File: src/design/cbe_pkg.sv
package cbe_pkg;

    localparam int FRAC_BITS_DEF    = 16;
    localparam int NEWTON_STEPS_DEF = 8;
    localparam int BISECT_STEPS_DEF = 16;

    localparam int CFG_IDX_W  = 2;
    localparam int CFG_DATA_W = 19;

    localparam logic [CFG_IDX_W-1:0] REG_X1 = 2'd0;
    localparam logic [CFG_IDX_W-1:0] REG_Y1 = 2'd1;
    localparam logic [CFG_IDX_W-1:0] REG_X2 = 2'd2;
    localparam logic [CFG_IDX_W-1:0] REG_Y2 = 2'd3;

    localparam logic [16:0] X1_RST = 17'd16384;
    localparam logic [18:0] Y1_RST = 19'sd6554;
    localparam logic [16:0] X2_RST = 17'd16384;
    localparam logic [18:0] Y2_RST = 19'sd65536;

    // datapath operations issued by the controller
    typedef enum logic [2:0] {
        OP_NONE,
        OP_LOAD,     // latch x, build x-axis coefficients, t = x
        OP_EVAL,     // start X(t) and X'(t)
        OP_NSTEP,    // start Newton division
        OP_BINIT,    // bisection: t = x, bounds reset
        OP_BSTEP,    // start X(t) for bisection
        OP_YEVAL     // build y coefficients and start Y(t)
    } op_t;

    typedef struct packed {
        op_t  op;
        logic bis_upd;   // apply bisection bound update
    } cmd_t;

    typedef struct packed {
        logic busy;      // multi-cycle unit still running
        logic err_small; // |X(t)-x| <= 1
        logic d_small;   // |X'(t)| <= 1
        logic lo_ge_hi;  // bisection bounds crossed
    } stat_t;

endpackage

File: src/design/cubic_bezier_easing_eval.sv
// channel   direction  handshake           payload
// request   in         start & !busy       progress_x
// result    out        done (one cycle)    eased_y, used_bisection
// config    in         cfg_we              cfg_idx, cfg_data
//
// An out-of-range progress gives its result in the cycle right after the
// request is accepted. Otherwise each Newton step runs the shared multiplier
// and then the bit-serial divider; each bisection step runs the multiplier
// alone, and the final Y runs it once more before the result. Reset restores the
// preset control points. The receiver cannot stall: done lasts exactly one cycle.
module cubic_bezier_easing_eval #(
    parameter int FRAC_BITS    = cbe_pkg::FRAC_BITS_DEF,
    parameter int NEWTON_STEPS = cbe_pkg::NEWTON_STEPS_DEF,
    parameter int BISECT_STEPS = cbe_pkg::BISECT_STEPS_DEF
) (
    input  logic                               clk,
    input  logic                               rst_n,
    input  logic                               start,
    output logic                               busy,
    input  logic signed [17:0]                 progress_x,
    output logic                               done,
    output logic signed [18:0]                 eased_y,
    output logic                               used_bisection,
    input  logic                               cfg_we,
    input  logic [cbe_pkg::CFG_IDX_W-1:0]      cfg_idx,
    input  logic [cbe_pkg::CFG_DATA_W-1:0]     cfg_data
);

    logic [16:0]        x1_reg, x2_reg;
    logic signed [18:0] y1_reg, y2_reg;
    logic signed [17:0] px_reg;
    logic               triv_reg;
    logic [18:0]        triv_y_reg;
    cbe_pkg::cmd_t      cmd;
    cbe_pkg::stat_t     stat;
    logic               go, trivial, fin, bis;
    logic signed [18:0] y_dp;

    // write configuration
    always_ff @(posedge clk or negedge rst_n)
    begin
        if (!rst_n)
        begin
            x1_reg <= cbe_pkg::X1_RST;
            y1_reg <= cbe_pkg::Y1_RST;
            x2_reg <= cbe_pkg::X2_RST;
            y2_reg <= cbe_pkg::Y2_RST;
        end
        else if (cfg_we)
        begin
            case (cfg_idx)
                cbe_pkg::REG_X1: x1_reg <= cfg_data[16:0];
                cbe_pkg::REG_Y1: y1_reg <= cfg_data;
                cbe_pkg::REG_X2: x2_reg <= cfg_data[16:0];
                cbe_pkg::REG_Y2: y2_reg <= cfg_data;
                default: x1_reg <= x1_reg;
            endcase
        end
    end

    assign go      = start && !busy;
    assign trivial = (progress_x <= 0) || (progress_x >= 18'sd65536);

    // latch the request
    always_ff @(posedge clk)
    begin
        if (go)
        begin
            px_reg     <= progress_x;
            triv_reg   <= trivial;
            triv_y_reg <= (progress_x <= 0) ? 19'd0 : 19'd65536;
        end
    end

    cbe_ctrl #(.NEWTON_STEPS(NEWTON_STEPS), .BISECT_STEPS(BISECT_STEPS)) u_ctrl (
        .clk     (clk),
        .rst_n   (rst_n),
        .go      (go),
        .trivial (trivial),
        .stat    (stat),
        .cmd     (cmd),
        .busy    (busy),
        .fin     (fin),
        .bis     (bis)
    );

    cbe_dp #(.FRAC_BITS(FRAC_BITS)) u_dp (
        .clk   (clk),
        .rst_n (rst_n),
        .cmd   (cmd),
        .px    (px_reg),
        .x1    (x1_reg),
        .y1    (y1_reg),
        .x2    (x2_reg),
        .y2    (y2_reg),
        .stat  (stat),
        .y_out (y_dp)
    );

    assign done           = fin;
    assign eased_y        = triv_reg ? $signed(triv_y_reg) : y_dp;
    assign used_bisection = !triv_reg && bis;

    // a result only comes while a request is in flight
    assert property (@(posedge clk) disable iff (!rst_n) done |-> busy)
        else $error("result without request");
    // a result lasts a single cycle
    assert property (@(posedge clk) disable iff (!rst_n) done |=> !done)
        else $error("result longer than one cycle");
    // a trivial request finishes in the next cycle
    assert property (@(posedge clk) disable iff (!rst_n)
        (go && trivial) |=> done)
        else $error("trivial request late");

endmodule

File: src/design/cbe_ctrl.sv
module cbe_ctrl #(
    parameter int NEWTON_STEPS = cbe_pkg::NEWTON_STEPS_DEF,
    parameter int BISECT_STEPS = cbe_pkg::BISECT_STEPS_DEF
) (
    input  logic           clk,
    input  logic           rst_n,
    input  logic           go,
    input  logic           trivial,
    input  cbe_pkg::stat_t stat,
    output cbe_pkg::cmd_t  cmd,
    output logic           busy,
    output logic           fin,
    output logic           bis
);

    localparam int CW = $clog2(BISECT_STEPS + NEWTON_STEPS + 2);

    typedef enum logic [3:0] {
        S_IDLE, S_NEVAL, S_NWAIT, S_NDIV, S_DWAIT,
        S_BINIT, S_BEVAL, S_BWAIT, S_YEVAL, S_YWAIT, S_DONE
    } state_t;

    state_t        state_reg, state_next;
    logic [CW-1:0] cnt_reg, cnt_next;
    logic          bis_reg, bis_next;
    cbe_pkg::cmd_t cmd_next;

    always_comb
    begin
        state_next = state_reg;
        cnt_next   = cnt_reg;
        bis_next   = bis_reg;
        cmd_next   = '{op: cbe_pkg::OP_NONE, bis_upd: 1'b0};
        case (state_reg)
            S_IDLE:
            begin
                if (go)
                begin
                    bis_next = 1'b0;
                    if (trivial)
                        state_next = S_DONE;
                    else
                    begin
                        cmd_next.op = cbe_pkg::OP_LOAD;
                        cnt_next    = '0;
                        state_next  = S_NEVAL;
                    end
                end
            end
            S_NEVAL:
            begin
                if (cnt_reg == CW'(NEWTON_STEPS))
                    state_next = S_BINIT;
                else
                begin
                    cmd_next.op = cbe_pkg::OP_EVAL;
                    state_next  = S_NWAIT;
                end
            end
            S_NWAIT:
            begin
                if (!stat.busy)
                begin
                    if (stat.err_small)
                    begin
                        cmd_next.op = cbe_pkg::OP_YEVAL;
                        state_next  = S_YWAIT;
                    end
                    else if (stat.d_small)
                        state_next = S_BINIT;
                    else
                        state_next = S_NDIV;
                end
            end
            S_NDIV:
            begin
                cmd_next.op = cbe_pkg::OP_NSTEP;
                state_next  = S_DWAIT;
            end
            S_DWAIT:
            begin
                if (!stat.busy)
                begin
                    cnt_next   = cnt_reg + 1'b1;
                    state_next = S_NEVAL;
                end
            end
            S_BINIT:
            begin
                cmd_next.op = cbe_pkg::OP_BINIT;
                bis_next    = 1'b1;
                cnt_next    = '0;
                state_next  = S_BEVAL;
            end
            S_BEVAL:
            begin
                // wait for the bounds to settle before testing them
                if (!stat.busy)
                begin
                    if (cnt_reg == CW'(BISECT_STEPS) || stat.lo_ge_hi)
                        state_next = S_YEVAL;
                    else
                    begin
                        cmd_next.op = cbe_pkg::OP_BSTEP;
                        state_next  = S_BWAIT;
                    end
                end
            end
            S_BWAIT:
            begin
                if (!stat.busy)
                begin
                    if (stat.err_small)
                        state_next = S_YEVAL;
                    else
                    begin
                        cmd_next.bis_upd = 1'b1;
                        cnt_next         = cnt_reg + 1'b1;
                        state_next       = S_BEVAL;
                    end
                end
            end
            S_YEVAL:
            begin
                cmd_next.op = cbe_pkg::OP_YEVAL;
                state_next  = S_YWAIT;
            end
            S_YWAIT:
            begin
                if (!stat.busy)
                    state_next = S_DONE;
            end
            S_DONE:
                state_next = S_IDLE;
            default:
                state_next = S_IDLE;
        endcase
    end

    // hold state and the registered command
    always_ff @(posedge clk or negedge rst_n)
    begin
        if (!rst_n)
        begin
            state_reg <= S_IDLE;
            cnt_reg   <= '0;
            bis_reg   <= 1'b0;
            cmd       <= '{op: cbe_pkg::OP_NONE, bis_upd: 1'b0};
        end
        else
        begin
            state_reg <= state_next;
            cnt_reg   <= cnt_next;
            bis_reg   <= bis_next;
            cmd       <= cmd_next;
        end
    end

    assign busy = (state_reg != S_IDLE);
    assign fin  = (state_reg == S_DONE);
    assign bis  = bis_reg;

endmodule

File: src/design/cbe_div.sv
// Restoring divider: one quotient bit per cycle.
module cbe_div #(
    parameter int NW = 50,
    parameter int DW = 44
) (
    input  logic          clk,
    input  logic          rst_n,
    input  logic          start,
    input  logic [NW-1:0] num,
    input  logic [DW-1:0] den,
    output logic          busy,
    output logic [NW-1:0] quo
);

    localparam int CW = $clog2(NW + 1);

    logic [NW-1:0] q_reg;
    logic [DW:0]   r_reg;
    logic [DW-1:0] d_reg;
    logic [CW-1:0] cnt_reg;
    logic [DW:0]   r_sh;

    assign r_sh = {r_reg[DW-1:0], q_reg[NW-1]};

    always_ff @(posedge clk or negedge rst_n)
    begin
        if (!rst_n)
            cnt_reg <= '0;
        else if (start)
            cnt_reg <= CW'(NW);
        else if (cnt_reg != '0)
            cnt_reg <= cnt_reg - 1'b1;
    end

    // shift in one numerator bit, subtract where it fits
    always_ff @(posedge clk)
    begin
        if (start)
        begin
            q_reg <= num;
            r_reg <= '0;
            d_reg <= den;
        end
        else if (cnt_reg != '0)
        begin
            if (r_sh >= {1'b0, d_reg})
            begin
                r_reg <= r_sh - {1'b0, d_reg};
                q_reg <= {q_reg[NW-2:0], 1'b1};
            end
            else
            begin
                r_reg <= r_sh;
                q_reg <= {q_reg[NW-2:0], 1'b0};
            end
        end
    end

    assign busy = (cnt_reg != '0);
    assign quo  = q_reg;

endmodule

File: src/design/cbe_dp.sv
module cbe_dp #(
    parameter int FRAC_BITS = cbe_pkg::FRAC_BITS_DEF
) (
    input  logic                clk,
    input  logic                rst_n,
    input  cbe_pkg::cmd_t       cmd,
    input  logic signed [17:0]  px,
    input  logic [16:0]         x1,
    input  logic signed [18:0]  y1,
    input  logic [16:0]         x2,
    input  logic signed [18:0]  y2,
    output cbe_pkg::stat_t      stat,
    output logic signed [18:0]  y_out
);

    // working width: coefficients reach about 36*ONE in y
    localparam int W  = FRAC_BITS + 8;
    localparam int TW = FRAC_BITS + 2;
    localparam logic signed [W-1:0] ONE = W'(1) <<< FRAC_BITS;
    localparam int NW = 33 + FRAC_BITS;

    typedef enum logic [2:0] {
        M_IDLE, M_B1, M_B2, M_B3, M_B4, M_D1, M_D2
    } mstep_t;

    // rescale a Q16 magnitude into FRAC_BITS fraction bits
    function automatic logic signed [W-1:0] from_q16(input logic signed [19:0] v);
        logic [W+15:0] m;
        logic [W+15:0] s;
        m = (W+16)'(v < 0 ? -v : v);
        if (FRAC_BITS >= 16)
            s = m << (FRAC_BITS - 16);
        else
            s = m >> (16 - FRAC_BITS);
        from_q16 = (v < 0) ? -$signed(W'(s)) : $signed(W'(s));
    endfunction

    // v*t >> FRAC_BITS toward zero, t in [0, ONE]
    function automatic logic signed [W-1:0] qmul(input logic signed [W-1:0] v,
                                                 input logic [TW-1:0] t);
        logic [W-1:0]    m;
        logic [W+TW-1:0] p;
        logic [W-1:0]    r;
        m = v[W-1] ? W'(-v) : W'(v);
        p = (W+TW)'(m) * (W+TW)'(t);
        r = W'(p >> FRAC_BITS);
        qmul = v[W-1] ? -$signed(r) : $signed(r);
    endfunction

    function automatic logic [16:0] cx(input logic [16:0] r);
        cx = (r > 17'd65536) ? 17'd65536 : r;
    endfunction

    logic signed [W-1:0] x_reg, a_reg, b_reg, c_reg;
    logic [TW-1:0]       t_reg, lo_reg, hi_reg;
    logic signed [W-1:0] u_reg, acc_reg, err_reg, d_reg;
    logic                ysel_reg;
    mstep_t              ms_reg;
    logic                div_go_reg;
    logic                div_busy;
    logic [NW-1:0]       quo;
    logic                q_neg_reg;
    logic                div_pend_reg;
    logic [NW-1:0]       em;
    logic [W-1:0]        dm;
    logic signed [W-1:0] ax, bx, cxv, ay, by, cy, p1, p2, q1, q2;
    logic signed [W-1:0] mul_o;
    logic signed [W-1:0] mul_a;
    logic signed [NW:0]  t_new;

    assign p1 = from_q16(20'(signed'({1'b0, cx(x1)})));
    assign p2 = from_q16(20'(signed'({1'b0, cx(x2)})));
    assign ax = W'(ONE - 3 * p2 + 3 * p1);
    assign bx = W'(3 * p2 - 6 * p1);
    assign cxv = W'(3 * p1);
    assign q1 = from_q16(20'(y1));
    assign q2 = from_q16(20'(y2));
    assign ay = W'(ONE - 3 * q2 + 3 * q1);
    assign by = W'(3 * q2 - 6 * q1);
    assign cy = W'(3 * q1);

    // one shared multiplier, stepped through M_B1..M_B4 and, for X'(t), M_D1 and M_D2
    always_comb
    begin
        case (ms_reg)
            M_B1:    mul_a = a_reg;
            M_B2:    mul_a = u_reg;
            M_B3:    mul_a = u_reg;
            M_B4:    mul_a = c_reg;
            M_D1:    mul_a = W'(3 * a_reg);
            M_D2:    mul_a = u_reg;
            default: mul_a = '0;
        endcase
    end
    assign mul_o = qmul(mul_a, t_reg);

    assign em = (err_reg[W-1] ? NW'(-err_reg) : NW'(err_reg)) << FRAC_BITS;
    assign dm = d_reg[W-1] ? W'(-d_reg) : W'(d_reg);

    cbe_div #(.NW(NW), .DW(W)) u_div (
        .clk   (clk),
        .rst_n (rst_n),
        .start (div_go_reg),
        .num   (em),
        .den   (dm),
        .busy  (div_busy),
        .quo   (quo)
    );

    assign t_new = q_neg_reg ? $signed({1'b0, NW'(t_reg)}) + $signed({1'b0, quo})
                             : $signed({1'b0, NW'(t_reg)}) - $signed({1'b0, quo});

    always_ff @(posedge clk or negedge rst_n)
    begin
        if (!rst_n)
        begin
            ms_reg       <= M_IDLE;
            div_go_reg   <= 1'b0;
            div_pend_reg <= 1'b0;
        end
        else
        begin
            div_go_reg <= (cmd.op == cbe_pkg::OP_NSTEP);
            if (cmd.op == cbe_pkg::OP_NSTEP)
                div_pend_reg <= 1'b1;
            else if (div_pend_reg && !div_go_reg && !div_busy)
                div_pend_reg <= 1'b0;
            case (ms_reg)
                M_IDLE:
                begin
                    if (cmd.op == cbe_pkg::OP_EVAL || cmd.op == cbe_pkg::OP_BSTEP
                        || cmd.op == cbe_pkg::OP_YEVAL)
                        ms_reg <= M_B1;
                end
                M_B1:    ms_reg <= M_B2;
                M_B2:    ms_reg <= M_B3;
                M_B3:    ms_reg <= M_B4;
                M_B4:    ms_reg <= ysel_reg ? M_D1 : M_IDLE;
                M_D1:    ms_reg <= M_D2;
                M_D2:    ms_reg <= M_IDLE;
                default: ms_reg <= M_IDLE;
            endcase
        end
    end

    // evaluate, step and update t
    always_ff @(posedge clk)
    begin
        case (cmd.op)
            cbe_pkg::OP_LOAD:
            begin
                x_reg <= from_q16(20'(px));
                t_reg <= TW'(from_q16(20'(px)));
                a_reg <= ax;
                b_reg <= bx;
                c_reg <= cxv;
            end
            cbe_pkg::OP_BINIT:
            begin
                t_reg  <= TW'(x_reg);
                lo_reg <= '0;
                hi_reg <= TW'(ONE);
            end
            cbe_pkg::OP_YEVAL:
            begin
                a_reg <= ay;
                b_reg <= by;
                c_reg <= cy;
            end
            default:
            begin
            end
        endcase
        if (cmd.op == cbe_pkg::OP_EVAL)
            ysel_reg <= 1'b1;
        else if (cmd.op == cbe_pkg::OP_BSTEP || cmd.op == cbe_pkg::OP_YEVAL)
            ysel_reg <= 1'b0;
        if (cmd.op == cbe_pkg::OP_NSTEP)
            q_neg_reg <= (err_reg < 0) != (d_reg < 0);
        if (cmd.bis_upd)
        begin
            if (x_reg > acc_reg)
            begin
                lo_reg <= t_reg;
                t_reg  <= TW'(({1'b0, t_reg} + {1'b0, hi_reg}) >> 1);
            end
            else
            begin
                hi_reg <= t_reg;
                t_reg  <= TW'(({1'b0, lo_reg} + {1'b0, t_reg}) >> 1);
            end
        end
        if (div_pend_reg && !div_go_reg && !div_busy)
        begin
            if (t_new < 0)
                t_reg <= '0;
            else if (t_new > (NW+1)'(ONE))
                t_reg <= TW'(ONE);
            else
                t_reg <= TW'(t_new);
        end
        case (ms_reg)
            M_B1: u_reg <= mul_o + b_reg;
            M_B2: u_reg <= mul_o;
            M_B3: u_reg <= mul_o;
            M_B4:
            begin
                acc_reg <= u_reg + mul_o;
                err_reg <= u_reg + mul_o - x_reg;
            end
            M_D1: u_reg <= W'(mul_o + 2 * b_reg);
            M_D2: d_reg <= mul_o + c_reg;
            default:
            begin
            end
        endcase
    end

    // a command still in its register counts as work under way
    assign stat.busy = (ms_reg != M_IDLE) || div_pend_reg
                       || (cmd.op != cbe_pkg::OP_NONE) || cmd.bis_upd;
    assign stat.err_small = (err_reg >= -1) && (err_reg <= 1);
    assign stat.d_small = (d_reg >= -1) && (d_reg <= 1);
    assign stat.lo_ge_hi = (lo_reg >= hi_reg);

    // rescale Y to Q16 and saturate
    always_comb
    begin
        logic [W+15:0] m;
        m = (W+16)'(acc_reg[W-1] ? W'(-acc_reg) : W'(acc_reg));
        if (FRAC_BITS >= 16)
            m = m >> (FRAC_BITS - 16);
        else
            m = m << (16 - FRAC_BITS);
        if (!acc_reg[W-1] && m > (W+16)'(262143))
            y_out = 19'sh3FFFF;
        else if (acc_reg[W-1] && m > (W+16)'(262144))
            y_out = 19'sh40000;
        else
            y_out = acc_reg[W-1] ? -19'(m) : 19'(m);
    end

endmodule
File: config.mk
export PLATFORM = sky130hd
export DESIGN_NAME = cubic_bezier_easing_eval
export DESIGN_NICKNAME = d
export VERILOG_FILES = /design/src/design/cbe_pkg.sv /design/src/design/cubic_bezier_easing_eval.sv /design/src/design/cbe_ctrl.sv /design/src/design/cbe_div.sv /design/src/design/cbe_dp.sv
export SDC_FILE = /design/constraint.sdc
export NUM_CORES = 2
export LEC_CHECK = 0
export BUFFER_PORTS_ARGS = -buffer_cell sky130_fd_sc_hd__buf_2
export CAP_MARGIN = 10
export CORE_MARGIN = 10
export CORE_UTILIZATION = 35
export DETAILED_ROUTE_END_ITERATION = 10
export PLACE_DENSITY = 0.48
export SLEW_MARGIN = 20
export SYNTH_ARGS = -nofsm -noshare
export SYNTH_HDL_FRONTEND = slang
export SYNTH_HIERARCHICAL = 1
export SYNTH_SLANG_ARGS = --single-unit
File: constraint.sdc
create_clock -name clk -period 19.4 [get_ports clk]
set_input_delay 1.94 -clock clk [delete_from_list [all_inputs] [get_ports clk]]
set_output_delay 1.94 -clock clk [all_outputs]
set_load 0.02 [all_outputs]
==> flow_summary.json <==
{
  "cp.required_ns": 19.82,
  "syn_avg_cell_area_um2": 8.68,
  "cts-root-buf": "clkbuf_16",
  "vias_per_cell": 5.33,
  "core-area_um2": 169000,
  "clock_skew_ns": 0.0503,
  "grt_pass1_vias": 47600,
  "synthArstFlopShare": 0.210,
  "maxCapViolations": 0,
  "drt_iter0_drc": 3025,
  "post_dp_cell_area_um2": 62100,
  "max_slew_margin": 0.253,
  "finalCriticalPeriod_ns": 15.20,
  "placed_cells": 8978,
  "min_from": "u_dp/ysel_reg$_SDFFE_PN1P_",
  "rsz0062_at_grt": "no",
  "setup_tns_ns": 0,
  "grt_pass1_wl_um": 283000,
  "setup_viol": 0,
  "cts_buffer_depth": 3,
  "worstSetupStartpoint": "u_dp/a_reg[2]$_DFFE_PP_",
  "area_delta_synth_final_pct": 8.32,
  "overflow": 0,
  "cp.arrival_ns": 15.63,
  "ys.flop_type": "edfxtp_1",
  "r2r_cells": 48,
  "ant_nets": 0,
  "fin_util": 0.380,
  "antenna_found_initial": 1,
  "synthDistinctLibCells": 117,
  "pin_count": 65,
  "final_cells": 9093,
  "drive_above_1_share": 0.0763,
  "rows": 151,
  "crit_fanout": 42,
  "worst_pin_slew_ns": 1.12,
  "remaining_drc_errors": 0,
  "largest_register_ffs": 49,
  "die_y_um": 432,
  "slew_viol_final": 0,
  "htreeDepth": 2,
  "r2r-end": "u_dp/err_reg[23]$_DFFE_PN_",
  "cts_tree": "built",
  "wl_per_cell_um": 20.1,
  "cts.sinks": 462,
  "critPathCaptureType": "register",
  "cts.repair.resized": 0,
  "cpMaxStageDelayCell": "xor2_1",
  "min_path_cells": 2,
  "cp-start-kind": "register",
  "fmax_ghz": 0.0658,
  "status": "completed",
  "synth_area_um2": 59300,
  "grt_start_max_net_pins": 78,
  "critical_path_class": "register to register",
  "yosysTopAreaCell": "edfxtp_1",
  "dp_hpwl_um": 148000,
  "wl_um": 183000,
  "ys_seq_elements": 462,
  "r2r_slack_ns": 4.20,
  "reg2reg_from": "u_dp/a_reg[2]$_DFFE_PP_",
  "cts_buffers": 59,
  "die_w_um": 432,
  "final_nets": 7838,
  "cpPeakStageDelay_ns": 0.77,
  "period_share": 0.784,
  "worstHoldPathType": "register to register",
  "initial_utilization": 0.351,
  "hold_viol_final": 0,
  "final_cell_mix": "inv_1, nand2_1, ha_1",
  "cts_setup_buffers": 0,
  "worstHoldEndpoint": "u_dp/ms_reg[2]$_DFFE_PN0P_",
  "layout_commonest_cell": "inv_1",
  "cts.clk_slew.worst_paths_ns": 0.07,
  "insertion_delay_ns": 0.70,
  "gp_congestion": 0.915,
  "finish.instance_area_um2": 64200,
  "grt_util_all_layers": 0.191,
  "crit_top_cell": "fa_1",
  "yosysSeqAreaShare": 0.216,
  "synth_cells": 6828,
  "yosys_warnings": 6,
  "synthTopCellsByArea": "edfxtp_1, ha_1, fa_1",
  "dr.pass1.iters": 6,
  "synth_edf_count": 304,
  "die_area_um2": 186000,
  "vias": 48500,
  "portBuffers": 64,
  "synth_top_area_share": 0.154,
  "hold_buffers": 0
}
## synthesized netlist by cell type (all sizes together), types with 164 or more instances
cell and n:
a21oi 352, xnor2 373, nor2 434, edfxtp 304, o21ai 326, nand2 614
fa 366, and2 242, xor2 206, nand3 164, ha 608, clkbuf 199
inv 770
## worst max-delay path, delay by kind of cell, from the launching register on
| kind | cells | cell delay (ns) |
|---|---|---|
| DFF | 1 | 0.42 |
| adders and majority gates | 11 | 4.78 |
| xor gates and xnor gates | 6 | 1.58 |
| buffers and inverters | 5 | 0.73 |
| muxes | 1 | 0.61 |
| AOI/OAI and AO/OA | 14 | 4.07 |
| and+or+nand+nor | 11 | 2.72 |
## layer usage
layer  global-route usage  routed length [um]  vias to the layer above
li1                     -                   -                    23700
met1                0.258               83800                    23600
met2                0.327               87100                      976
met3               0.0190                7520                      200
met4               0.0444                4420                        0
met5                    0                   0                        -
## cell families (layout without fill, tap and decap cells)
family,count (synthesis),count (layout),synth area share
compound gates,1425,1425,0.158
xor+xnor,583,583,0.0870
flops,462,462,0.216
other cells,1,28,0.0000632
simple gates,2157,2157,0.182
fa+ha+maj,974,974,0.252
buf+inv,1012,1032,0.0662
mux,214,214,0.0393
## metrics by stage
step                      hold WS [ns]  setup slack, ns
after CTS                        0.468             4.18
after floorplan                  0.427             5.99
after detailed placement         0.460             4.25
final                            0.471             4.20
after global routing             0.498             2.97
after global placement           0.466             4.41
## final cells by class
cell class	count	area [um^2]
Sequential cell	462	12800
Antenna cell	3	7.51
Timing Repair Buffer	148	953
Fill cell	17400	105000
Multi-Input combinational cell	5378	42700
Clock inverter	35	434
Tap cell	2218	2780
Inverter	772	2900
Clock buffer	77	1640
## worst max path at each step
stage	to	slack, ns	cells past startpoint
6_report	u_dp/err_reg[23]$_DFFE_PN_	4.20	48
5_1_grt	u_dp/err_reg[23]$_DFFE_PN_	2.97	48
4_1_cts	u_dp/err_reg[23]$_DFFE_PN_	4.18	48
3_5_place_dp	u_dp/err_reg[23]$_DFFE_PN_	4.25	48
3_3_place_gp	u_dp/err_reg[23]$_DFFE_PN_	4.41	48
2_1_floorplan	u_dp/err_reg[23]$_DFFE_PN_	5.99	58
Power is not shown: default switching activity piles up to over one toggle a cycle in this logic, so the estimate is an artifact.
